<file path="config.mk">
export PLATFORM = sky130hd
export DESIGN_NAME = rcs_mid_fifo
export DESIGN_NICKNAME = d
export VERILOG_FILES = /design/src/rtl/rcs_pkg.sv /design/src/rtl/rcs_mid_fifo.sv
export SDC_FILE = /design/constraint.sdc
export NUM_CORES = 1
export LEC_CHECK = 0
export ABC_AREA = 1
export BUFFER_PORTS_ARGS = -buffer_cell sky130_fd_sc_hd__buf_2
export CORE_AREA = 2 2 110 112
export DETAILED_ROUTE_END_ITERATION = 8
export DIE_AREA = 0 0 112 114
export HOLD_SLACK_MARGIN = 0.08
export PLACE_DENSITY = 0.75
export SLEW_MARGIN = 20
export SYNTH_ARGS = -nofsm -noshare
export SYNTH_HDL_FRONTEND = slang
export SYNTH_SLANG_ARGS = --single-unit
export TNS_END_PERCENT = 20
</file>
<file path="constraint.sdc">
create_clock -name clk_i -period 2.5 [get_ports clk_i]
set_clock_uncertainty 0.2 [all_clocks]
set_input_delay 0.5 -clock clk_i [delete_from_list [all_inputs] [get_ports clk_i]]
set_output_delay 0.5 -clock clk_i [all_outputs]
set_load 0.02 [all_outputs]
</file>
<file path="src/rtl/rcs_pkg.sv">
`timescale 1ns / 1ps

package rcs_pkg;

  localparam int unsigned MaxLineDefault = 4096;
  localparam int unsigned LineLengthW    = 13;
  localparam logic [LineLengthW-1:0] LineLengthReset = 13'd640;
  localparam int unsigned PixelW         = 8;
  localparam int unsigned MidDepth       = 4;
  localparam int unsigned OutDepth       = 4;
  localparam int unsigned ApbAddrW       = 2;
  localparam int unsigned ApbDataW       = 32;

  localparam logic [ApbAddrW-1:0] AddrLineLength = 2'd0;
  localparam logic ActPad = 1'b1;

  typedef struct packed {
    logic              action;
    logic [PixelW-1:0] pixel_value;
  } in_item_t;

  typedef struct packed {
    logic [PixelW-1:0] edge_value;
    logic              end_of_line;
    logic              end_of_frame;
    logic              last_of_run;
  } out_item_t;

  // One classified sample on its way from the front to the back.
  typedef struct packed {
    logic [PixelW-1:0] cur_px;
    logic [PixelW-1:0] left_px;
    logic [PixelW-1:0] above_px;
    logic              has_mid;
    logic              has_end;
    logic              row_end;
    logic              frame_end;
  } rec_t;

  function automatic logic [PixelW-1:0] abs_diff(input logic [PixelW-1:0] x,
                                                 input logic [PixelW-1:0] y);
    abs_diff = (x > y) ? (x - y) : (y - x);
  endfunction

  function automatic logic [PixelW-1:0] sat8(input logic [PixelW:0] x);
    sat8 = x[PixelW] ? {PixelW{1'b1}} : x[PixelW-1:0];
  endfunction

endpackage

</file>
<file path="src/rtl/rcs_mid_fifo.sv">
`timescale 1ns / 1ps

module rcs_mid_fifo (
  input  logic                                   clk_i,
  input  logic                                   rst_ni,
  input  logic                                   push_i,
  input  rcs_pkg::rec_t                          data_i,
  input  logic                                   pop_i,
  output rcs_pkg::rec_t                          data_o,
  output logic                                   empty_o,
  output logic [$clog2(rcs_pkg::MidDepth+1)-1:0] count_o
);

  localparam int unsigned PtrW = $clog2(rcs_pkg::MidDepth);
  localparam int unsigned CntW = $clog2(rcs_pkg::MidDepth + 1);

  logic [PtrW-1:0] wr_ptr_q, rd_ptr_q;
  logic [CntW-1:0] cnt_q;
  rcs_pkg::rec_t   mem_q [rcs_pkg::MidDepth];

  always_ff @(posedge clk_i or negedge rst_ni) begin
    if (!rst_ni) begin
      wr_ptr_q <= '0;
      rd_ptr_q <= '0;
      cnt_q    <= '0;
    end else begin
      if (push_i) begin
        wr_ptr_q <= wr_ptr_q + PtrW'(1);
      end
      if (pop_i) begin
        rd_ptr_q <= rd_ptr_q + PtrW'(1);
      end
      cnt_q <= cnt_q + CntW'(push_i) - CntW'(pop_i);
    end
  end

  always_ff @(posedge clk_i) begin
    if (push_i) begin
      mem_q[wr_ptr_q] <= data_i;
    end
  end

  assign data_o  = mem_q[rd_ptr_q];
  assign empty_o = (cnt_q == '0);
  assign count_o = cnt_q;

endmodule

</file>
==> results of run 1 <==
-- per-layer routing --
layer | vias up | wire length (um) | global-route usage, %
li1 | 1658 | - | -
met1 | 1570 | 4020 | 18.9
met2 | 88 | 5110 | 28.8
met3 | 10 | 573 | 6.38
met4 | 0 | 115 | 6.02
met5 | - | 0 | 0
-- layout by cell type (no fill, tap or decap) --
cell type,n
nand2_1,151
inv_1,125
edfxtp_1,112
buf_2,63
nand3_1,57
clkbuf_16,17
buf_4,11
clkbuf_8,7
ha_1,6
dfrtp_1,6
clkbuf_1,5
buf_12,4
xor2_1,3
clkinv_2,3
inv_4,1
nor3_1,1
o21ai_1,1
fa_1,1
dlygate4sd3_1,1
dfrtp_2,1
-- cell usage after synthesis --
library cell	count	area, sq um
dfrtp_1	7	175
inv_2	1	3.75
edfxtp_1	112	3360
ha_1	6	75.1
clkbuf_1	2	7.51
nor3_1	1	5.00
buf_6	6	67.6
nand2_1	151	567
inv_1	125	469
fa_1	1	20.0
nand3_1	57	285
buf_4	2	15.0
xor2_1	3	26.3
buf_2	10	50.1
o21ai_1	1	5.00
-- power breakdown --
part           total, mW  switching, mW  internal [mW]
sequential          2.75          0.127           2.63
combinational       2.83           1.92          0.906
clock               2.20          0.753           1.44
-- stage by stage --
stage               setup WS [ns]  hold slack, ns
finish                      0.171           0.101
global route               0.0556          0.0928
CTS                        0.0518          0.0876
detailed placement          0.386           0.142
global placement            0.474           0.141
floorplan                   0.572         0.00441
-- flip-flops by register name, indices dropped and copies added, names as in the netlist --
name / cells
count_o: 3
wr_ptr_q: 2
mem_q: 112
rd_ptr_q: 2
-- timing repair --
action	in CTS	in global routing
hold buffers	1	0
endpoints found under the hold margin	7	0
resized for setup	0	2
setup endpoints to repair	0	5
-- cell families after synthesis --
logic type	share of synthesized area, %
AND/OR/NAND/NOR	16.7
buffers and inverters	11.9
flip-flops	68.9
adder cells (fa/ha/maj)	1.85
XOR/XNOR	0.512
AO/OA/AOI/OAI	0.0974
-- final timing paths --
kind                        startpoint            to  slack [ns]  cells past startpoint
setup reg to reg            count_o[0]    count_o[2]        0.62                      9
setup / recovery           rd_ptr_q[0]     data_o[8]        0.17                      5
hold / removal              data_i[26]  mem_q[0][26]        0.10                      1
hold reg to reg            wr_ptr_q[0]   wr_ptr_q[0]        0.33                      1
min in group asynchronous       rst_ni   wr_ptr_q[0]        0.25                      2
max in group asynchronous       rst_ni   rd_ptr_q[0]        1.67                      2
-- layout make-up --
type	instances	area [sq um]
multi-input cells	220	983
fillers	985	5490
inverters	126	475
clock buffers	29	541
clock inverters	3	15.0
well taps	147	184
flip-flops and latches	119	3540
repair buffers	79	488
==> metrics.yaml, run 1 <==
outcome:
  status: "finished, final reports clean"
final_layout:
  stdcell_area_sq_um: 6230
  syn_to_final_growth_pct: 21.2
  layout.cells.non_filler: 723
  n_antenna_cell: 0
  final_util_pct: 53.2
  nets: 602
  drive_above_1_share_pct: 18.6
drt:
  first_pass_iters: 4
  wl_per_cell_um: 13.6
  drc: 0
  finalWirelength_um: 9820
  drt_iter0_markers: 257
  viasPerCell: 4.60
  drtAntennaViolNets: 0
  via_count: 3326
critical_path:
  worst_path_most_repeated_cell: "nand2_1"
  slowest_delay_ns: 0.39
  crit_family: "buffers and inverters"
  start_kind: "register"
  cp.required_ns: 1.80
  path_max_fanout: 38
  critPathKind: "register to output port"
  critPathArrivalTime_ns: 1.63
  cp_cell_sequence: "buf_4 -> nand2_1 -> nand3_1 -> nand2_1 -> buf_2"
  crit_slowest_cell: "dfrtp_2"
  critPathBufInv: 2
  endpoint_kind: "output port"
placed_design:
  portBuffers: 63
  place_hpwl_um: 6370
  dp_cells: 690
  gp_congestion: 0.725
  placed_area_sq_um: 5660
clocking:
  numCtsBuffers: 17
  htreeDepth: 4
  post-cts-setup-buffers: 0
  cts_tree: "built"
  cts_sinks: 119
  clk_path_buf_depth: 2
  root_buffer: "clkbuf_16"
  cts.clk_slew.worst_paths_ns: 0.05
  insertion_delay_ns: 0.41
die:
  die_y_um: 114
  io_pins: 64
  fp.dieArea_sq_um: 12800
  die_w_um: 112
  start_util_pct: 43.8
  core.rowCount: 40
  fp.coreArea_sq_um: 11700
synth:
  syn_avg_cell_area_sq_um: 10.6
  yosysWarnings: 0
  synth_seq_area_share_pct: 68.9
  ys_ff_latch: 119
  syn-num-nets: 524
  synth_cells: 485
  syn-cell-area_sq_um: 5130
  synthDistinctLibCells: 15
sta:
  drv_slew: 0
  worst_pin_slew_ns: 0.403
  slew_headroom_pct: 73.1
  fin_crit_sh_pct: 93.1
  setup_tns_ns: 0
  rsz0062_at_grt: "false"
  finalHoldViolCount: 0
  fmax_ghz: 0.429
  setup_violations: 0
  period_needed_ns: 2.33
global_routing:
  grt_max_degree: 39
  grt_pass1_wl_um: 16000
  track_usage_pct: 16.6
  grt_pass1_vias: 3379
  grt_overflow: 0
  antenna_found_initial: 0
job:
  cap_viol_max_count: 0
pwr:
  p_total_mw: 7.78
  power.density_nw_per_um2: 1250
  ir_worst_vdd_mv: 0.615
  leakagePower_nw: 2.99
worst_hold_path:
  hold_class: "input port to register"
Power figures use the tool's default switching activity.
==> run 2: changes to the inputs <==
--- a/config.mk
+++ b/config.mk
@@ -5,11 +5,11 @@
 export SDC_FILE = /design/constraint.sdc
 export NUM_CORES = 1
 export LEC_CHECK = 0
-export ABC_AREA = 1
+export ABC_AREA = 0
 export BUFFER_PORTS_ARGS = -buffer_cell sky130_fd_sc_hd__buf_2
-export CORE_AREA = 2 2 110 112
+export CORE_AREA = 2 2 103 105
 export DETAILED_ROUTE_END_ITERATION = 8
-export DIE_AREA = 0 0 112 114
+export DIE_AREA = 0 0 105 107
 export HOLD_SLACK_MARGIN = 0.08
 export PLACE_DENSITY = 0.75
 export SLEW_MARGIN = 20
==> run 2 against run 1 <==
The flow now finishes with violations (setup timing). Routed wire length down 22%. Sequential share of layout area increased by 3.4 points. Largest power group is now registers. Count of clock-buffer cells in the layout down 11. Critical endpoint is now data_o[0]. Sequential power barely moved. Sequential cell count unchanged. Total power fell by 7.8%. Highest routed layer unchanged. Non-clock buffer count rose by 23. First-iteration DRC count is 70% lower.
==> metrics.yaml, run 2 <==
synth:
  syn-num-nets: 218
  synth_seq_area_share_pct: 80.0
  synthDistinctLibCells: 15
  synth_edf_count: 112
  synth_top_area_share_pct: 76.0
  async_flop_share_pct: 5.88
  synth_most_common_cell: "edfxtp_1"
  synth_cells: 179
  yosysTopAreaCell: "edfxtp_1"
  yosysWarnings: 0
  synth_common_cells: "edfxtp_1, mux4_2, dfrtp_1"
  ys_ff_latch: 119
  ys.flop_type: "edfxtp_1"
  syn_avg_cell_area_sq_um: 24.7
  syn-cell-area_sq_um: 4420
  yosys-top-cells-area: "edfxtp_1, mux4_2, dfrtp_1"
die:
  core.rowCount: 37
  fp.coreArea_sq_um: 10100
  die_y_um: 107
  io_pins: 64
  start_util_pct: 43.8
  fp.dieArea_sq_um: 11200
  die_w_um: 105
job:
  cap_viol_max_count: 0
drt:
  first_pass_iters: 4
  drt_iter0_markers: 76
  finalWirelength_um: 7630
  viasPerCell: 4.91
  drc: 0
  wl_per_cell_um: 17.2
  drtAntennaViolNets: 0
  via_count: 2176
placed_design:
  place_hpwl_um: 4600
  dp_slack_ns: 0.378
  gp_congestion: 0.706
  portBuffers: 63
  placed_area_sq_um: 4990
critical_path:
  start_kind: "register"
  cp.required_ns: 1.80
  critPathKind: "register to output port"
  endpoint_kind: "output port"
  reg2reg_setup_slack_ns: 0.61
  r2r-start: "count_o[0]"
  path_max_fanout: 16
  critPathArrivalTime_ns: 1.80
  reg2reg_depth: 7
  reg2reg_to: "count_o[2]"
sta:
  worst_pin_slew_ns: 0.342
  fmax_ghz: 0.399
  period_needed_ns: 2.50
  final.setup.worst_slack_ns: -0.00341
  drv_slew: 0
  rsz0062_at_grt: "true"
  slew_headroom_pct: 77.2
  setup_violations: 2
  fin_crit_sh_pct: 100
  finalHoldViolCount: 0
clocking:
  clk_path_buf_depth: 2
  numCtsBuffers: 17
  post-cts-setup-buffers: 0
  htreeDepth: 4
  root_buffer: "clkbuf_8"
  cts_tree: "built"
  cts.clk_slew.worst_paths_ns: 0.05
  insertion_delay_ns: 0.49
  cts_sinks: 119
global_routing:
  grt_overflow: 0
  grt_pass1_vias: 2356
  track_usage_pct: 14.9
  grt_max_degree: 22
  grt_pass1_wl_um: 12200
  antenna_found_initial: 0
outcome:
  violations: "setup timing"
  status: "finished, violations left"
final_layout:
  syn_to_final_growth_pct: 32.8
  nets: 333
  final_cell_mix: "edfxtp_1, buf_2, dlygate4sd3_1"
  drive_above_1_share_pct: 43.3
  stdcell_area_sq_um: 5870
  n_antenna_cell: 0
  largest_reg_flops: 112
  mostFrequentLayoutCell: "edfxtp_1"
  regMostFlops: "mem_q"
pwr:
  power.density_nw_per_um2: 1220
  leakagePower_nw: 2.12
  ir_worst_vdd_mv: 0.540
worst_hold_path:
  hold_class: "input port to asynchronous set/reset pin"
-- run 2: critical path: stages (launching register included) --
cell and delay, ns:
dfrtp_2 0.40, buf_12 0.20, mux4_2 0.54, buf_2 0.18
-- run 2: worst max path at each step --
| stage | endpoint | cells after the start | start | slack, ns |
|---|---|---|---|---|
| floorplan | count_o[2] | 7 | count_o[0] | 0.57 |
| global placement | data_o[22] | 3 | rd_ptr_q[0] | 0.41 |
| detailed placement | count_o[2] | 7 | pop_i | 0.38 |
| CTS | data_o[0] | 3 | rd_ptr_q[0] | -0.05 |
| finish | data_o[0] | 3 | rd_ptr_q[0] | -0.003 |
| global route | data_o[12] | 3 | rd_ptr_q[0] | -0.09 |
-- run 2: cells by family after synthesis --
| group | count (synthesis) | synth area share (%) |
|---|---|---|
| adders and majority gates | 7 | 2.15 |
| buffers and inverters | 12 | 1.67 |
| xor gates and xnor gates | 5 | 0.990 |
| and+or+nand+nor | 7 | 0.848 |
| DFF | 119 | 80.0 |
| muxes | 28 | 14.3 |
| AOI/OAI and AO/OA | 1 | 0.113 |
-- run 2: what timing repair did --
action,CTS,global route
hold buffers,31,0
setup endpoints to repair,15,28
gates resized for setup,3,4
cloned,0,0
hold endpoints to repair,121,0
-- run 2: layout make-up --
type	count	area, sq um
clock inverter	14	134
multi-input combinational	48	817
tap	136	170
inverter	6	22.5
sequential	119	3540
fill	789	4220
timing repair buffer	102	773
clock buffer	18	418
-- run 2: metrics by stage --
stage | cells | util (%) | hold slack [ns] | power (mW) | setup TNS (ns)
after floorplan | 179 | - | 0.00441 | 4.25 | 0
after global placement | 380 | 49.4 | 0.151 | 4.92 | 0
after detailed placement | 380 | 49.4 | 0.153 | 4.96 | 0
after CTS | 443 | 58.1 | 0.156 | 7.25 | -0.343
after global routing | 443 | 58.2 | 0.174 | 7.53 | -1.49
final | 443 | 58.2 | 0.175 | 7.18 | -0.00616
-- run 2: report_power, final --
| part | total (mW) | switching [mW] | internal, mW |
|---|---|---|---|
| clock network | 2.21 | 0.802 | 1.40 |
| registers | 2.74 | 0.117 | 2.62 |
| logic | 2.23 | 1.23 | 0.998 |
| total | 7.18 | 2.15 | 5.03 |
-- run 2: layer usage --
metal	global-route usage (%)	routed length, um
met5	0	0
met3	4.26	269
met4	6.29	64
met1	17.2	3220
met2	26.0	4080
==> run 3: changes to the inputs <==
--- a/config.mk
+++ b/config.mk
@@ -7,11 +7,14 @@
 export LEC_CHECK = 0
 export ABC_AREA = 0
 export BUFFER_PORTS_ARGS = -buffer_cell sky130_fd_sc_hd__buf_2
-export CORE_AREA = 2 2 103 105
+export CELL_PAD_IN_SITES_DETAIL_PLACEMENT = 2
+export CELL_PAD_IN_SITES_GLOBAL_PLACEMENT = 2
+export CORE_AREA = 2 2 104 106
 export DETAILED_ROUTE_END_ITERATION = 8
-export DIE_AREA = 0 0 105 107
+export DIE_AREA = 0 0 106 108
 export HOLD_SLACK_MARGIN = 0.08
-export PLACE_DENSITY = 0.75
+export PLACE_DENSITY = 0.88
+export REMOVE_ABC_BUFFERS = 1
 export SLEW_MARGIN = 20
 export SYNTH_ARGS = -nofsm -noshare
 export SYNTH_HDL_FRONTEND = slang
==> run 3 against run 2 <==
The run still ends with setup timing left. First-iteration DRC count up 140%. Critical path depth unchanged. Combinational power up 11%. Cell count up 0.23%. Cell area up 2.3%. Sequential cell count unchanged. Total power up 11%. Fmax down 3.0%. Sequential share of layout area down 1.3 points. Utilization up 0.51 points. Register-to-register slack worse by 0.03 ns. Critical path type unchanged. Largest power group unchanged. Highest routed layer unchanged.
==> metrics.yaml, run 3 (synthesis gave the netlist of run 2 again) <==
outcome:
  violations: "setup timing"
  status: "finished, violations left"
global_routing:
  grt_max_degree: 17
  antenna_found_initial: 0
  track_usage_pct: 20.7
  grt_pass1_vias: 2605
  grt_pass1_wl_um: 16300
  grt_overflow: 0
placed_design:
  portBuffers: 63
  place_hpwl_um: 5840
  placed_area_sq_um: 4970
  dp_cells: 381
  gp_congestion: 0.674
clocking:
  cts_tree: "built"
  cts_sinks: 119
  root_buffer: "clkbuf_8"
  numCtsBuffers: 17
  insertion_delay_ns: 0.51
  clk_path_buf_depth: 2
  cts.clk_slew.worst_paths_ns: 0.06
  post-cts-setup-buffers: 0
  htreeDepth: 4
critical_path:
  crit_slowest_cell: "mux4_2"
  cp_cell_sequence: "buf_12 -> mux4_2 -> buf_2"
  reg2reg_setup_slack_ns: 0.58
  critPathBufInv: 2
  cp.required_ns: 1.80
  critPathArrivalTime_ns: 1.88
  reg2reg_depth: 7
  slowest_delay_ns: 0.53
  critPathKind: "register to output port"
  r2r-start: "count_o[0]"
  endpoint_kind: "output port"
  crit_family: "multiplexers"
  path_max_fanout: 15
  start_kind: "register"
  reg2reg_to: "count_o[2]"
job:
  cap_viol_max_count: 0
final_layout:
  mostFrequentLayoutCell: "edfxtp_1"
  nets: 334
  syn_to_final_growth_pct: 35.8
  final_cell_mix: "edfxtp_1, buf_2, dlygate4sd3_1"
  drive_above_1_share_pct: 43.5
  final_util_pct: 58.7
  regMostFlops: "mem_q"
  n_antenna_cell: 0
  stdcell_area_sq_um: 6010
  largest_reg_flops: 112
  layout.cells.non_filler: 444
drt:
  wl_per_cell_um: 25.0
  drc: 0
  via_count: 2295
  first_pass_iters: 4
  drtAntennaViolNets: 0
  finalWirelength_um: 11100
  drt_iter0_markers: 181
  viasPerCell: 5.17
die:
  die_y_um: 108
  start_util_pct: 43.2
  die_w_um: 106
  core.rowCount: 37
  fp.coreArea_sq_um: 10200
  fp.dieArea_sq_um: 11400
  io_pins: 64
sta:
  fmax_ghz: 0.388
  worst_pin_slew_ns: 0.439
  final.setup.worst_slack_ns: -0.0802
  slew_headroom_pct: 70.8
  rsz0062_at_grt: "true"
  setup_violations: 28
  drv_slew: 0
  finalHoldViolCount: 0
  fin_crit_sh_pct: 103
  period_needed_ns: 2.58
worst_hold_path:
  min_path_cells: 2
  hold_class: "input port to register"
  holdPathEnd: "wr_ptr_q[0]"
  min_from: "push_i"
pwr:
  power.density_nw_per_um2: 1320
  leakagePower_nw: 2.18
  p_total_mw: 7.95
  ir_worst_vdd_mv: 0.642
[run 3: changes by cell type in the layout (fill, tap and decap cells not counted), sizes merged]
cell	previous run	this run
clkbuf	18	17
buf	71	73
bufinv	2	6
clkinv	9	7
dlygate4sd3	31	30
inv	7	6
[run 3: final cells by class]
type	count	area, sq um
fill	837	4220
timing repair buffer	103	811
clock buffer	17	414
sequential	119	3540
multi-input combinational	48	817
tap	136	170
clock inverter	15	233
inverter	6	22.5
[run 3: worst max-delay path by stage]
stage | from | to | slack, ns | cells past startpoint
2_1_floorplan | rd_ptr_q[0] | data_o[0] | -0.20 | 1
3_3_place_gp | rd_ptr_q[0] | data_o[18] | 0.42 | 3
3_5_place_dp | pop_i | count_o[2] | 0.35 | 7
4_1_cts | rd_ptr_q[0] | data_o[8] | -0.11 | 3
5_1_grt | rd_ptr_q[0] | data_o[3] | -0.13 | 3
6_report | rd_ptr_q[0] | data_o[4] | -0.08 | 3
[run 3: layer usage]
metal / share of wire, % / vias up / global-route usage, %
li1: - / 986 / -
met1: 39 / 1232 / 24.7
met2: 56 / 65 / 36.9
met3: 3.4 / 12 / 5.12
met4: 1.2 / 0 / 7.05
met5: 0 / - / 0
[run 3: repair_timing]
item,4_1_cts,5_1_grt
cloned,1,0
endpoints found under the hold margin,121,0
hold buffers,30,0
gates resized for setup,9,12
endpoints found under the setup margin,28,28
[run 3: stage by stage]
stage	hold slack (ns)	setup slack [ns]	TNS (ns)
floorplan	0.00441	-0.195	-5.47
global placement	0.142	0.424	0
finish	0.127	-0.0802	-1.36
global route	0.141	-0.130	-2.98
CTS	0.108	-0.115	-2.29
detailed placement	0.143	0.354	0
[run 3: report_power, final]
| part | internal [mW] | switching [mW] | total (mW) | leakage [nW] |
|---|---|---|---|---|
| Combinational | 1.11 | 1.37 | 2.47 | 0.762 |
| Sequential | 2.63 | 0.168 | 2.80 | 1.11 |
| Clock | 1.81 | 0.873 | 2.68 | 0.308 |
