<file path="config.mk">
export PLATFORM = sky130hd
export DESIGN_NAME = rcs_back
export DESIGN_NICKNAME = d
export VERILOG_FILES = /design/src/rtl/rcs_pkg.sv /design/src/rtl/rcs_back.sv
export SDC_FILE = /design/constraint.sdc
export NUM_CORES = 1
export LEC_CHECK = 0
export ABC_AREA = 1
export BUFFER_PORTS_ARGS = -buffer_cell sky130_fd_sc_hd__buf_2
export CAP_MARGIN = 20
export CORE_UTILIZATION = 62
export DETAILED_ROUTE_END_ITERATION = 8
export PLACE_DENSITY_LB_ADDON = 0.15
export SLEW_MARGIN = 20
export SYNTH_ARGS = -nofsm -noshare
export SYNTH_HDL_FRONTEND = slang
export SYNTH_SLANG_ARGS = --single-unit
</file>
<file path="constraint.sdc">
create_clock -name clk_i -period 3.6 [get_ports clk_i]
set_clock_uncertainty 0.05 [all_clocks]
set_input_delay 0.72 -clock clk_i [delete_from_list [all_inputs] [get_ports clk_i]]
set_output_delay 0.72 -clock clk_i [all_outputs]
set_load 0.1 [all_outputs]
</file>
<file path="src/rtl/rcs_pkg.sv">
`timescale 1ns / 1ps

package rcs_pkg;

  localparam int unsigned MaxLineDefault = 4096;
  localparam int unsigned LineLengthW    = 13;
  localparam logic [LineLengthW-1:0] LineLengthReset = 13'd640;
  localparam int unsigned PixelW         = 8;
  localparam int unsigned MidDepth       = 4;
  localparam int unsigned OutDepth       = 4;
  localparam int unsigned ApbAddrW       = 2;
  localparam int unsigned ApbDataW       = 32;

  localparam logic [ApbAddrW-1:0] AddrLineLength = 2'd0;
  localparam logic ActPad = 1'b1;

  typedef struct packed {
    logic              action;
    logic [PixelW-1:0] pixel_value;
  } in_item_t;

  typedef struct packed {
    logic [PixelW-1:0] edge_value;
    logic              end_of_line;
    logic              end_of_frame;
    logic              last_of_run;
  } out_item_t;

  // One classified sample on its way from the front to the back.
  typedef struct packed {
    logic [PixelW-1:0] cur_px;
    logic [PixelW-1:0] left_px;
    logic [PixelW-1:0] above_px;
    logic              has_mid;
    logic              has_end;
    logic              row_end;
    logic              frame_end;
  } rec_t;

  function automatic logic [PixelW-1:0] abs_diff(input logic [PixelW-1:0] x,
                                                 input logic [PixelW-1:0] y);
    abs_diff = (x > y) ? (x - y) : (y - x);
  endfunction

  function automatic logic [PixelW-1:0] sat8(input logic [PixelW:0] x);
    sat8 = x[PixelW] ? {PixelW{1'b1}} : x[PixelW-1:0];
  endfunction

endpackage

</file>
<file path="src/rtl/rcs_back.sv">
`timescale 1ns / 1ps

module rcs_back (
  input  logic               clk_i,
  input  logic               rst_ni,
  input  logic               rec_valid_i,
  input  rcs_pkg::rec_t      rec_i,
  output logic               rec_pop_o,
  input  logic               pop_i,
  output rcs_pkg::out_item_t result_o,
  output logic               empty_o
);

  localparam int unsigned PtrW = $clog2(rcs_pkg::OutDepth);
  localparam int unsigned CntW = $clog2(rcs_pkg::OutDepth + 1);
  localparam int unsigned PW   = rcs_pkg::PixelW;

  logic [PW-1:0]      ul_q;
  logic [PtrW-1:0]    wr_ptr_q, rd_ptr_q;
  logic [CntW-1:0]    cnt_q;
  rcs_pkg::out_item_t mem_q [rcs_pkg::OutDepth];

  rcs_pkg::out_item_t mid_item, end_item, entry0;
  logic               rec_pop, out_pop, wr0, wr1;
  logic [CntW-1:0]    n_push;

  assign rec_pop = rec_valid_i && (cnt_q <= CntW'(rcs_pkg::OutDepth - 2));
  assign out_pop = pop_i && (cnt_q != '0);

  always_comb begin
    mid_item.edge_value   = rcs_pkg::sat8((PW+1)'(rcs_pkg::abs_diff(ul_q, rec_i.cur_px))
                          + (PW+1)'(rcs_pkg::abs_diff(rec_i.above_px, rec_i.left_px)));
    mid_item.end_of_line  = 1'b0;
    mid_item.end_of_frame = 1'b0;
    mid_item.last_of_run  = !rec_i.row_end;

    end_item.edge_value   = rcs_pkg::sat8((PW+1)'(rec_i.above_px) + (PW+1)'(rec_i.cur_px));
    end_item.end_of_line  = 1'b1;
    end_item.end_of_frame = rec_i.frame_end;
    end_item.last_of_run  = 1'b1;

    entry0 = rec_i.has_mid ? mid_item : end_item;
    wr0    = rec_pop && (rec_i.has_mid || rec_i.has_end);
    wr1    = rec_pop && rec_i.has_mid && rec_i.has_end;
    n_push = CntW'(wr0) + CntW'(wr1);
  end

  always_ff @(posedge clk_i or negedge rst_ni) begin
    if (!rst_ni) begin
      ul_q     <= '0;
      wr_ptr_q <= '0;
      rd_ptr_q <= '0;
      cnt_q    <= '0;
    end else begin
      if (rec_pop) begin
        ul_q <= rec_i.above_px;
      end
      wr_ptr_q <= wr_ptr_q + PtrW'(n_push);
      if (out_pop) begin
        rd_ptr_q <= rd_ptr_q + PtrW'(1);
      end
      cnt_q <= cnt_q + n_push - CntW'(out_pop);
    end
  end

  always_ff @(posedge clk_i) begin
    if (wr0) begin
      mem_q[wr_ptr_q] <= entry0;
    end
    if (wr1) begin
      mem_q[wr_ptr_q + PtrW'(1)] <= end_item;
    end
  end

  assign rec_pop_o = rec_pop;
  assign result_o  = mem_q[rd_ptr_q];
  assign empty_o   = (cnt_q == '0);

endmodule

</file>
==> key figures, run 1 <==
Synth
  • Mapped Cells: 774
  • Cell Area, Synth: 0.005425 sq mm
  • Yosys warnings: 0
  • Yosys top cell area share: 0.1993
  • Post-synth EDFFs: 36
  • Register area share after synthesis: 0.2980
  • Post-synthesis net count: 864
  • Synth Flop Type: edfxtp_1
  • Synthesized-area fraction occupied by and/or/nand/nor cells: 0.3201
  • Adder-cell share of the synthesized area: 0.1435
  • Mux cell area share after synthesis: 0.002076
  • Synth unique cells: 40
  • Post-Syn Area per Cell: 7.009 sq um
  • Post-synth top area cell: edfxtp_1
  • Synth area leaders: edfxtp_1, nand2_1, ha_1
  • Largest family of logic cells by synthesized area: simple AND/OR/NAND/NOR gates
  • Post-synthesis compound-gate area fraction: 0.09871
  • XOR/XNOR Fraction of Synth Area: 0.03875
  • Asr flop ratio synth: 0.2542
  • Yosys reg bits: 59

Power
  • Power density over cell area: 930.0 mW/mm^2
  • Sw frac: 0.5542
  • Switch Pwr: 3.298 mW
  • Pint: 2.653 mW
  • Gate power share: 0.704
  • Leak: 3.426 nW
  • Sequential power share: 0.181
  • Clock Power Share: 0.115
  • Max VDD drop: 0.5652 mV

Clock tree
  • Clock transition at path regs: 80 ps
  • TritonCTS clock tree: done
  • Clk buf depth: 2
  • H-tree levels: 3
  • Clk Tree Root Cell: clkbuf_8
  • TritonCTS Sinks: 59
  • CTS buffer count: 9
  • Worst skew pair latency: 360 ps

Cells and area
  • Share of layout cells above drive strength 1: 0.1881
  • Final design utilization: 0.7672
  • Net count, final: 962
  • Syn-to-layout area delta: 17.94%
  • # diodes: 0

Place
  • DPL Wire Length: 11330 um
  • Final GP Congestion: 0.9705
  • PortBufs: 44

Setup path
  • Critical Path RT: 3650 ps
  • CP max FO: 8
  • RR Endpoint: mem_q[0][6]
  • CP top delay family: simple AND/OR/NAND/NOR gates
  • CP Launch Type: input port
  • FF-to-FF path depth: 21
  • Crit-path max cell delay: 370 ps
  • CP Depth: 22
  • Worst Path Arrival: 3420 ps
  • Worst Path Buf+Inv: 5
  • Setup crit end kind: register
  • Crit path launch: rec_i[6]
  • CP Class: in2reg
  • Reg2reg start: ul_q[0]
  • Reg2Reg Setup Slack: 290 ps
  • Slowest CP cell: ha_1
  • CP Cell Sequence: buf_2, inv_1, ha_1, nand2_1, inv_1, nand2_1, nand2_1, nand2_1, nand2_1, nand2_4, buf_4, o21ai_1, inv_1, ha_1, nand2_1, nand2_1, nand3_1, nand2_1, a21oi_4, nand2_2, nand3_1, nand2_1
  • Crit path to: mem_q[0][6]
  • Top cell by count, worst path: nand2_1

Timing
  • Max Fclk: 296.8 MHz
  • Final Hold Viols: 0
  • Slew Limit Headroom: 0.5669
  • Actual slew at the worst max-slew pin: 648.9 ps
  • Setup TNS: 0 ps
  • Final setup fails: 0
  • Final period util: 0.9359
  • Slew Viols, Final: 0
  • Crit path time final: 3369 ps

Die
  • Die extent in y: 95.55 um
  • Starting Density: 0.6505
  • Core Area: 0.008341 sq mm
  • Die ar.: 0.009129 sq mm
  • Die X: 95.55 um
  • IO Count: 45
  • Row count: 33

Route
  • DR iter-0 viols: 423
  • Antenna-violating nets left: 0
  • Vias: 5518
  • Routed WL: 14970 um
  • Vias per inst: 5.619
  • Drt wl/cell: 15.25 um
  • Remaining DRCs: 0
  • Drt first pass iters: 5

GRT
  • First-pass GRT wire length: 24430 um
  • GRT Residual Overflow: 0
  • Gr usage total: 0.3564
  • Largest net degree at the start of global routing: 25
  • Initial antenna violation count: 0
  • Vias in the first global route: 5337

Run
  • Max-Cap Viols: 0

Worst hold path
  • Worst hold path type: in2async

Run status
  • Run status: finished, final reports clean
==> cells in the mapped netlist, types with 2 or more instances <==
cell and number:
inv_2 6, nor2_1 50, buf_2 5, a21o_1 2, clkbuf_2 4, fa_1 7, dfxtp_1 8, buf_4 4
dfrtp_1 15, xnor2_1 5, nor2_2 2, clkbuf_1 7, a21oi_1 28, nand2_1 272, or2_2 5, nand2_2 3
a21oi_2 4, xor2_1 19, nor3_2 3, o21ai_0 40, inv_1 107, o21ai_2 2, nand3_1 49, o21a_1 4
o22ai_1 11, edfxtp_1 36, nand4_1 8, nor3_4 3, nand3b_1 4, ha_1 51
==> cell usage in the layout (no fill, tap or decap), drive strengths merged <==
cell      synthesis  final
inv             113    113
o211ai            1      1
nand2           275    275
dfxtp             8      8
clkinvlp          0      1
nand4             9      9
or2               6      6
ha               51     51
bufinv            0      1
o22ai            11     11
dfrtp            15     15
nand3            50     50
clkinv            0      2
o21ai            43     43
nand3b            4      4
nor3              7      7
o21a              4      4
fa                7      7
nor2             53     53
a21o              2      2
xor2             19     19
a21oi            33     33
clkbuf           11     12
edfxtp           36     36
xnor2             5      5
buf              10    108
mux2              1      1
==> cells by family after synthesis <==
| logic type | Yosys count |
|---|---|
| xor+xnor | 24 |
| compound gates | 94 |
| mux | 1 |
| flops | 59 |
| fa+ha+maj | 58 |
| buf+inv | 134 |
| simple gates | 404 |
==> power groups by stage <==
stage / Clock (mW) / Sequential, mW / Combinational [mW]
3_3_place_gp: 0 / 1.08 / 3.92
6_report: 0.682 / 1.08 / 4.19
5_1_grt: 0.706 / 1.10 / 4.61
3_5_place_dp: 0 / 1.09 / 3.99
4_1_cts: 0.678 / 1.08 / 4.04
2_1_floorplan: 0 / 1.03 / 3.05
==> repair_timing <==
action                     CTS  global route
setup endpoints to repair    0            32
buffers inserted             0             0
gates resized for setup      0            10
hold buffers                 0             0
==> worst min path at each step <==
stage	start	to	slack (ps)	depth (start not counted)
2_1_floorplan	rst_ni	cnt_q[0]	370	0
3_3_place_gp	mem_q[2][0]	mem_q[2][0]	380	2
3_5_place_dp	mem_q[3][2]	mem_q[3][2]	400	2
4_1_cts	rst_ni	ul_q[5]	240	1
5_1_grt	rst_ni	ul_q[6]	260	1
6_report	rst_ni	ul_q[5]	220	1
==> per-layer routing <==
metal / share of wire / vias to the layer above / GRT usage
met2: 0.47 / 261 / 0.6113
met1: 0.41 / 2550 / 0.4408
met5: 0 / - / 0
met4: 0.028 / 0 / 0.1381
li1: - / 2656 / -
met3: 0.084 / 51 / 0.06858
==> flip-flops by register name (all words and copies together), names as in the netlist <==
| register | count |
|---|---|
| rd_ptr_q | 2 |
| mem_q | 44 |
| wr_ptr_q | 2 |
| ul_q | 8 |
| cnt_q | 3 |
==> final cells by class <==
| cell class | instances | area [sq um] |
|---|---|---|
| Clock buffer | 12 | 166.4 |
| Timing Repair Buffer | 108 | 700.7 |
| Inverter | 113 | 424.2 |
| Fill cell | 634 | 1942 |
| Clock inverter | 4 | 47.55 |
| Tap cell | 105 | 131.4 |
| Multi-Input combinational cell | 581 | 3312 |
| Sequential cell | 59 | 1617 |
==> through the flow <==
step	hold slack [ps]	total power, mW	setup slack [ps]	instance area [sq um]	instances
final	223.3	5.951	230.8	6399	982
after global routing	255.1	6.416	-30.71	6399	982
after CTS	238.4	5.794	208.8	6364	982
after detailed placement	396.7	5.082	-125.6	6150	966
after global placement	385.0	4.994	-42.50	6150	966
after floorplan	370.8	4.078	222.1	5430	774
No activity file was read; power rests on OpenSTA's default activity.
==> run 2, diff against run 1 <==
Settings changed: REMOVE_ABC_BUFFERS from default to 1.
==> run 2 against run 1 <==
  * Sequential share of layout area decreased by 0.18 points
  * First-iteration DRC count fell by 17%
  * Wire length is 1.8% higher
  * Sequential power about the same
  * Power rose by 7.3%
  * Highest routed layer unchanged
  * Setup slack got worse by 76 ps
  * Non-clock buffer count decreased by 1
  * Design area rose by 0.70%
  * Fmax decreased by 2.2%
  * Cell count fell by 0.10%
  * Flip-flop and latch count stayed put
  * Critical path type is now reg2reg
==> key figures, run 2 (synthesis gave the netlist of run 1 again) <==
GRT
  • Largest net degree at the start of global routing: 25 (unchanged)
  • GRT Residual Overflow: 0 (unchanged)
  • Initial antenna violation count: 0 (unchanged)
  • First-pass GRT wire length: 24070 um (-1.5%)
  • Gr usage total: 0.3496 (-0.006790)
  • Vias in the first global route: 5394 (+1.1%)

Place
  • Pre-CTS setup slack: -297.4 ps (-171.8 ps)
  • Final GP Congestion: 0.9712 (about the same)
  • Area of placed instances: 0.006130 sq mm (-0.33%)
  • PortBufs: 44 (unchanged)
  • Cells after DPL: 964 (-0.21%)
  • DPL Wire Length: 11450 um (+1.1%)

Setup path
  • FF-to-FF path depth: 24 (+14%)
  • Worst Path Arrival: 3500 ps (+80 ps)
  • Setup crit end kind: register
  • Critical Path RT: 3650 ps (about the same)
  • CP Launch Type: register
  • CP Class: reg2reg
  • CP max FO: 8 (unchanged)

Route
  • Drt first pass iters: 5 (unchanged)
  • WL met2: 7283 um (+2.6%)
  • Detailed-route wire length on metal 1: 6102 um (-1.5%)
  • Routed WL: 15250 um (+1.8%)
  • Vias per inst: 5.684 (+1.2%)
  • Remaining DRCs: 0 (unchanged)
  • Metal3 WL: 1429 um (+13%)
  • Drt wl/cell: 15.54 um (+1.9%)
  • Antenna-violating nets left: 0 (unchanged)
  • DR iter-0 viols: 352 (-17%)
  • Top sig layer: met4
  • Vias: 5576 (+1.1%)

Power
  • Clock Power Share: 0.095 (-0.020)
  • Sw frac: 0.5588 (+0.004665)
  • Sequential power share: 0.171 (-0.010)
  • Gate power share: 0.734 (+0.030)
  • Switch Pwr: 3.570 mW (+8.3%)
  • Power density over cell area: 991.3 mW/mm^2 (+6.6%)
  • Pint: 2.818 mW (+6.2%)
  • Max VDD drop: 0.8299 mV (+47%)
  • Total power: 6.388 mW (+7.3%)
  • Leak: 3.418 nW (-0.22%)

Clock tree
  • H-tree levels: 3 (unchanged)
  • Clock transition at path regs: 80 ps (about the same)
  • Clk buf depth: 2 (unchanged)
  • Clk Tree Root Cell: clkbuf_8
  • CTS buffer count: 9 (unchanged)
  • TritonCTS Sinks: 59 (unchanged)
  • TritonCTS clock tree: done
  • Worst skew pair latency: 350 ps (about the same)

Timing
  • Final WS setup: 154.8 ps (-75.95 ps)
  • Slew Viols, Final: 0 (unchanged)
  • Final period util: 0.9570 (+0.02110)
  • Actual slew at the worst max-slew pin: 676.8 ps (+27.87 ps)
  • Final hold slack: 223.6 ps (+0.2730 ps)
  • Crit path time final: 3445 ps (+75.95 ps)
  • Slew Limit Headroom: 0.5483 (-0.01860)
  • Final setup fails: 0 (unchanged)
  • Max Fclk: 290.3 MHz (-2.2%)
  • Final Hold Viols: 0 (unchanged)
  • Setup TNS: 0 ps (unchanged)

Cells and area
  • Net count, final: 961 (-0.10%)
  • Most frequent cells in the layout: nand2_1, inv_1, buf_4
  • # diodes: 0 (unchanged)
  • Largest regs: mem_q x44, ul_q x8, cnt_q x3
  • Reg with most FFs: mem_q
  • Final Instance Area: 0.006444 sq mm (+0.70%)
  • Final cell count without fillers: 981 (-0.10%)
  • Final design utilization: 0.7726 (+0.005400)
  • Share of layout cells above drive strength 1: 0.2009 (+0.01277)
  • Flip-flop count of the largest register after layout: 44 (unchanged)
  • Most common cell after layout, fill and taps aside: nand2_1
  • Syn-to-layout area delta: 18.77%

Run
  • Max-Cap Viols: 0 (unchanged)

Worst hold path
  • Worst hold path type: in2async

Die
  • Die extent in y: 95.55 um (unchanged)
  • Die ar.: 0.009129 sq mm (unchanged)
  • Row count: 33 (unchanged)
  • Die X: 95.55 um (unchanged)
  • Core Area: 0.008341 sq mm (unchanged)
  • Starting Density: 0.6505 (unchanged)
  • IO Count: 45 (unchanged)

Run status
  • Run status: finished, final reports clean
==> run 2: power groups by stage <==
stage                     Clock (mW)  Sequential, mW  Combinational, mW
after global placement             0            1.09               4.03
after detailed placement           0            1.10               4.14
final                          0.608            1.09               4.69
after floorplan                    0            1.08               2.94
after global routing           0.631            1.11               5.09
after CTS                      0.604            1.09               4.17
==> run 2: per-layer routing <==
layer / track usage / vias up
li1: - / 2658
met3: 0.06938 / 48
met2: 0.5988 / 310
met4: 0.1256 / 0
met5: 0 / -
met1: 0.4356 / 2560
==> run 2: path summary, 6_finish.rpt <==
path	from	to	slack [ps]
worst max-delay path	ul_q[0]	mem_q[1][10]	150
worst min-delay path	rst_ni	wr_ptr_q[0]	220
worst max register to register	ul_q[0]	mem_q[1][10]	150
worst min register to register	mem_q[2][2]	mem_q[2][2]	400
max in group asynchronous	rst_ni	ul_q[6]	3000
min in group clk_i	mem_q[2][2]	mem_q[2][2]	400
==> run 2: final cells by class <==
class	instances	area, sq um
clock buffer	12	166.4
sequential	59	1617
fill	619	1897
inverter	113	424.2
tap	105	131.4
timing repair buffer	107	693.2
clock inverter	4	21.27
multi-input combinational	581	3391
==> run 2: what timing repair did <==
action / CTS / global route
resized for setup: 0 / 27
setup buffers: 0 / 1
hold buffers: 0 / 0
setup endpoints to repair: 0 / 32
==> run 2: critical path: stages, from the launching register on <==
cell and delay, ps:
dfrtp_1 410, inv_1 120, ha_1 180, inv_1 70
fa_1 390, nand2_1 90, nand2_1 70, nand2_1 70
nand2_1 80, nand2_4 100, buf_4 110, nand2_1 40
nand2_1 70, inv_1 40, ha_1 280, buf_4 130
nand2_1 80, nor2_2 150, nand3_2 100, nand2_1 90
nand2_1 50, nand2_1 120, nand3_2 150, nand3_1 120
nand2_1 50
==> run 3, diff against run 2 <==
Settings changed: ABC_AREA 1 to default, CORE_UTILIZATION 62 to 61.
==> run 3 against run 2 <==
  * The flow now finishes with violations (negative setup slack)
  * Register-to-register slack lost 700 ps
  * Critical path depth shrank 6
  * Fmax shrank 18%
  * Global-route usage shrank 0.13 points
  * Power grew 9.4%
  * Sequential power grew 4%
  * Synthesized cell count shrank 38%
  * First-iteration DRC count grew 45%
  * Die area shrank 11%
  * Clock power grew 16%
  * Critical path type is now in2reg
  * Critical endpoint is now mem_q[3][8]
==> key figures, run 3 <==
Synth
  • Yosys warnings: 0 (unchanged)
  • Yosys top cell area share: 0.2277 (+0.02841)
  • Mapped Cells: 483 (-38%)
  • Post-Syn Area per Cell: 9.831 sq um (+40%)
  • Post-synth EDFFs: 36 (unchanged)
  • Synth unique cells: 62 (+55%)
  • Post-synth top cells: inv_1, ha_1, nand2_1, edfxtp_1
  • Register area share after synthesis: 0.3404 (+0.04248)
  • Synth Flop Type: edfxtp_1
  • Yosys reg bits: 59 (unchanged)
  • Asr flop ratio synth: 0.2542 (unchanged)
  • Post-synth top area cell: edfxtp_1
  • Cell Area, Synth: 0.004748 sq mm (-12%)
  • Synth area leaders: edfxtp_1, ha_1, dfrtp_1
  • Most numerous cell in the Yosys netlist: inv_1

Place
  • PortBufs: 44 (unchanged)
  • Area of placed instances: 0.005647 sq mm (-7.9%)
  • DPL Wire Length: 9532 um (-17%)
  • Final GP Congestion: 0.9367 (-3.6%)
  • Pre-CTS setup slack: -847.9 ps (-550.5 ps)

GRT
  • Gr usage total: 0.3483 (-0.001297)
  • Initial antenna violation count: 0 (unchanged)
  • First-pass GRT wire length: 21790 um (-9.5%)
  • GRT Residual Overflow: 0 (unchanged)
  • Vias in the first global route: 4548 (-16%)
  • Largest net degree at the start of global routing: 17 (-32%)

Power
  • Max VDD drop: 0.5963 mV (-28%)
  • Power density over cell area: 1105 mW/mm^2 (+11%)
  • Leak: 2.892 nW (-15%)

Run
  • Max-Cap Viols: 0 (unchanged)

Setup path
  • Reg2reg start: ul_q[0]
  • FF-to-FF path depth: 18 (-25%)
  • RR Endpoint: mem_q[3][8]
  • Worst Path Arrival: 4320 ps (+820 ps)
  • Critical Path RT: 3730 ps (+80 ps)
  • Setup crit end kind: register
  • CP Class: in2reg
  • Reg2Reg Setup Slack: -550 ps (-700 ps)
  • CP Launch Type: input port
  • CP max FO: 7 (-1)

Route
  • Vias: 4601 (-17%)
  • Routed WL: 15100 um (-0.96%)
  • Drt wl/cell: 20.92 um (+35%)
  • Drt first pass iters: 9 (+4)
  • Remaining DRCs: 0 (unchanged)
  • DR iter-0 viols: 512 (+45%)
  • Vias per inst: 6.373 (+12%)
  • Antenna-violating nets left: 0 (unchanged)

Cells and area
  • Final Instance Area: 0.006324 sq mm (-1.9%)
  • Most frequent cells in the layout: buf_4, inv_1, ha_1
  • Multi-input gate area: 0.003159 sq mm (-6.8%)
  • Net count, final: 708 (-26%)
  • Syn-to-layout area delta: 33.18%
  • Reg with most FFs: mem_q
  • Fill count: 391 (-37%)
  • Flip-flop count of the largest register after layout: 44 (unchanged)
  • # diodes: 0 (unchanged)
  • Largest regs: mem_q x44, ul_q x8, cnt_q x3
  • FF/Latch Area: 0.001617 sq mm (unchanged)
  • Most common cell after layout, fill and taps aside: buf_4
  • Share of layout cells above drive strength 1: 0.3579 (+0.1570)

Die
  • IO Count: 45 (unchanged)
  • Die extent in y: 90.23 um (-5.6%)
  • Die X: 90.23 um (-5.6%)
  • Core Area: 0.007370 sq mm (-12%)
  • Starting Density: 0.6443 (-0.006153)
  • Die ar.: 0.008141 sq mm (-11%)
  • Row count: 31 (-6.1%)

Clock tree
  • Worst skew pair latency: 360 ps (about the same)
  • TritonCTS Sinks: 59 (unchanged)
  • Clk buf depth: 2 (unchanged)
  • CTS buffer count: 9 (unchanged)
  • Post-CTS Hold Fix Bufs: 0 (unchanged)
  • Clock transition at path regs: 90 ps (about the same)
  • TritonCTS clock tree: done
  • H-tree levels: 3 (unchanged)
  • Clk Tree Root Cell: clkbuf_8

Timing
  • Max Fclk: 238.7 MHz (-18%)
  • Crit path time final: 4190 ps (+744.4 ps)
  • Final WS setup: -589.6 ps (-744.4 ps)
  • Final setup fails: 32 (+32)
  • Slew Viols, Final: 0 (unchanged)
  • Actual slew at the worst max-slew pin: 763.6 ps (+86.81 ps)
  • RSZ-0062 raised after global routing: true
  • Final period util: 1.164 (+0.2068)
  • Final hold slack: 224.6 ps (+1.068 ps)
  • Final Hold Viols: 0 (unchanged)
  • Slew Limit Headroom: 0.4909 (-0.05738)

Run status
  • Failing checks: negative setup slack
  • Run status: complete, but fails checks

Worst hold path
  • Worst hold path type: in2async
-- run 3: cell types whose count changed after synthesis, moves of 17 or more --
cell / change
nand3_1: -41
inv_1: -50
nor2_1: -35
o22ai_1: +17
nand2_1: -234
-- run 3: power by group --
| group | internal, mW | switching [mW] | total [mW] | leakage [nW] |
|---|---|---|---|---|
| Clock | 0.380 | 0.325 | 0.705 | 0.112 |
| Combinational | 2.26 | 2.89 | 5.15 | 2.20 |
| Sequential | 0.934 | 0.195 | 1.13 | 0.580 |
-- run 3: cell families (layout without fill, tap and decap cells) --
| family | Yosys count | after routing | share of synthesized area |
|---|---|---|---|
| DFF | 59 | 59 | 0.3404 |
| AOI/OAI and AO/OA | 144 | 144 | 0.2082 |
| adders and majority gates | 58 | 58 | 0.1639 |
| and+or+nand+nor | 101 | 101 | 0.1036 |
| buffers and inverters | 74 | 214 | 0.06114 |
| muxes | 22 | 22 | 0.07668 |
| xor gates and xnor gates | 25 | 25 | 0.04611 |
-- run 3: worst max-delay path by stage --
| stage | start | end | slack, ps | cells past startpoint |
|---|---|---|---|---|
| 3_5_place_dp | rec_i[20] | mem_q[1][4] | -850 | 17 |
| 2_1_floorplan | rec_valid_i | cnt_q[2] | -820 | 12 |
| 5_1_grt | rec_i[20] | mem_q[3][8] | -660 | 18 |
| 3_3_place_gp | rec_i[20] | mem_q[0][10] | -770 | 19 |
| 4_1_cts | ul_q[0] | mem_q[1][9] | -290 | 18 |
| 6_report | rec_i[20] | mem_q[3][8] | -590 | 18 |
-- run 3: cell type report --
cell class	instances	area share
tap	99	0.01959
sequential	59	0.2556
inverter	57	0.03423
clock inverter	4	0.007321
multi-input combinational	350	0.4996
timing repair buffer	141	0.1573
clock buffer	12	0.02632
-- run 3: metal layers --
metal,GRT usage,part of all wire,up-vias
met2,0.6298,0.50,343
met5,0,0,-
li1,-,-,2042
met1,0.3870,0.34,2136
met4,0.1909,0.066,0
met3,0.06007,0.090,80
-- run 3: repair_timing --
item / 4_1_cts / 5_1_grt
gates cloned: 1 / 0
buffers inserted: 9 / 5
endpoints found under the setup margin: 32 / 32
pin swaps: 34 / 15
gates resized for setup: 53 / 16
-- run 3: stage by stage --
stage | instances | total power, mW | util | TNS (ps)
global placement | 693 | 4.963 | 0.7662 | -23640
detailed placement | 693 | 5.085 | 0.7662 | -25460
CTS | 717 | 6.364 | 0.8380 | -6002
floorplan | 466 | 3.780 | - | -29620
global route | 722 | 7.299 | 0.8581 | -17810
finish | 722 | 6.987 | 0.8581 | -14370
-- run 3: critical path: stages --
cell	delay, ps
buf_6	100
ha_4	150
inv_2	50
fa_2	190
a21o_1	140
a32oi_1	70
a311o_1	430
buf_6	160
a211o_1	280
a21boi_2	160
xor2_1	180
ha_2	370
nand2_1	70
o21a_1	190
buf_4	150
o21ai_4	420
o32ai_4	230
o22ai_1	250
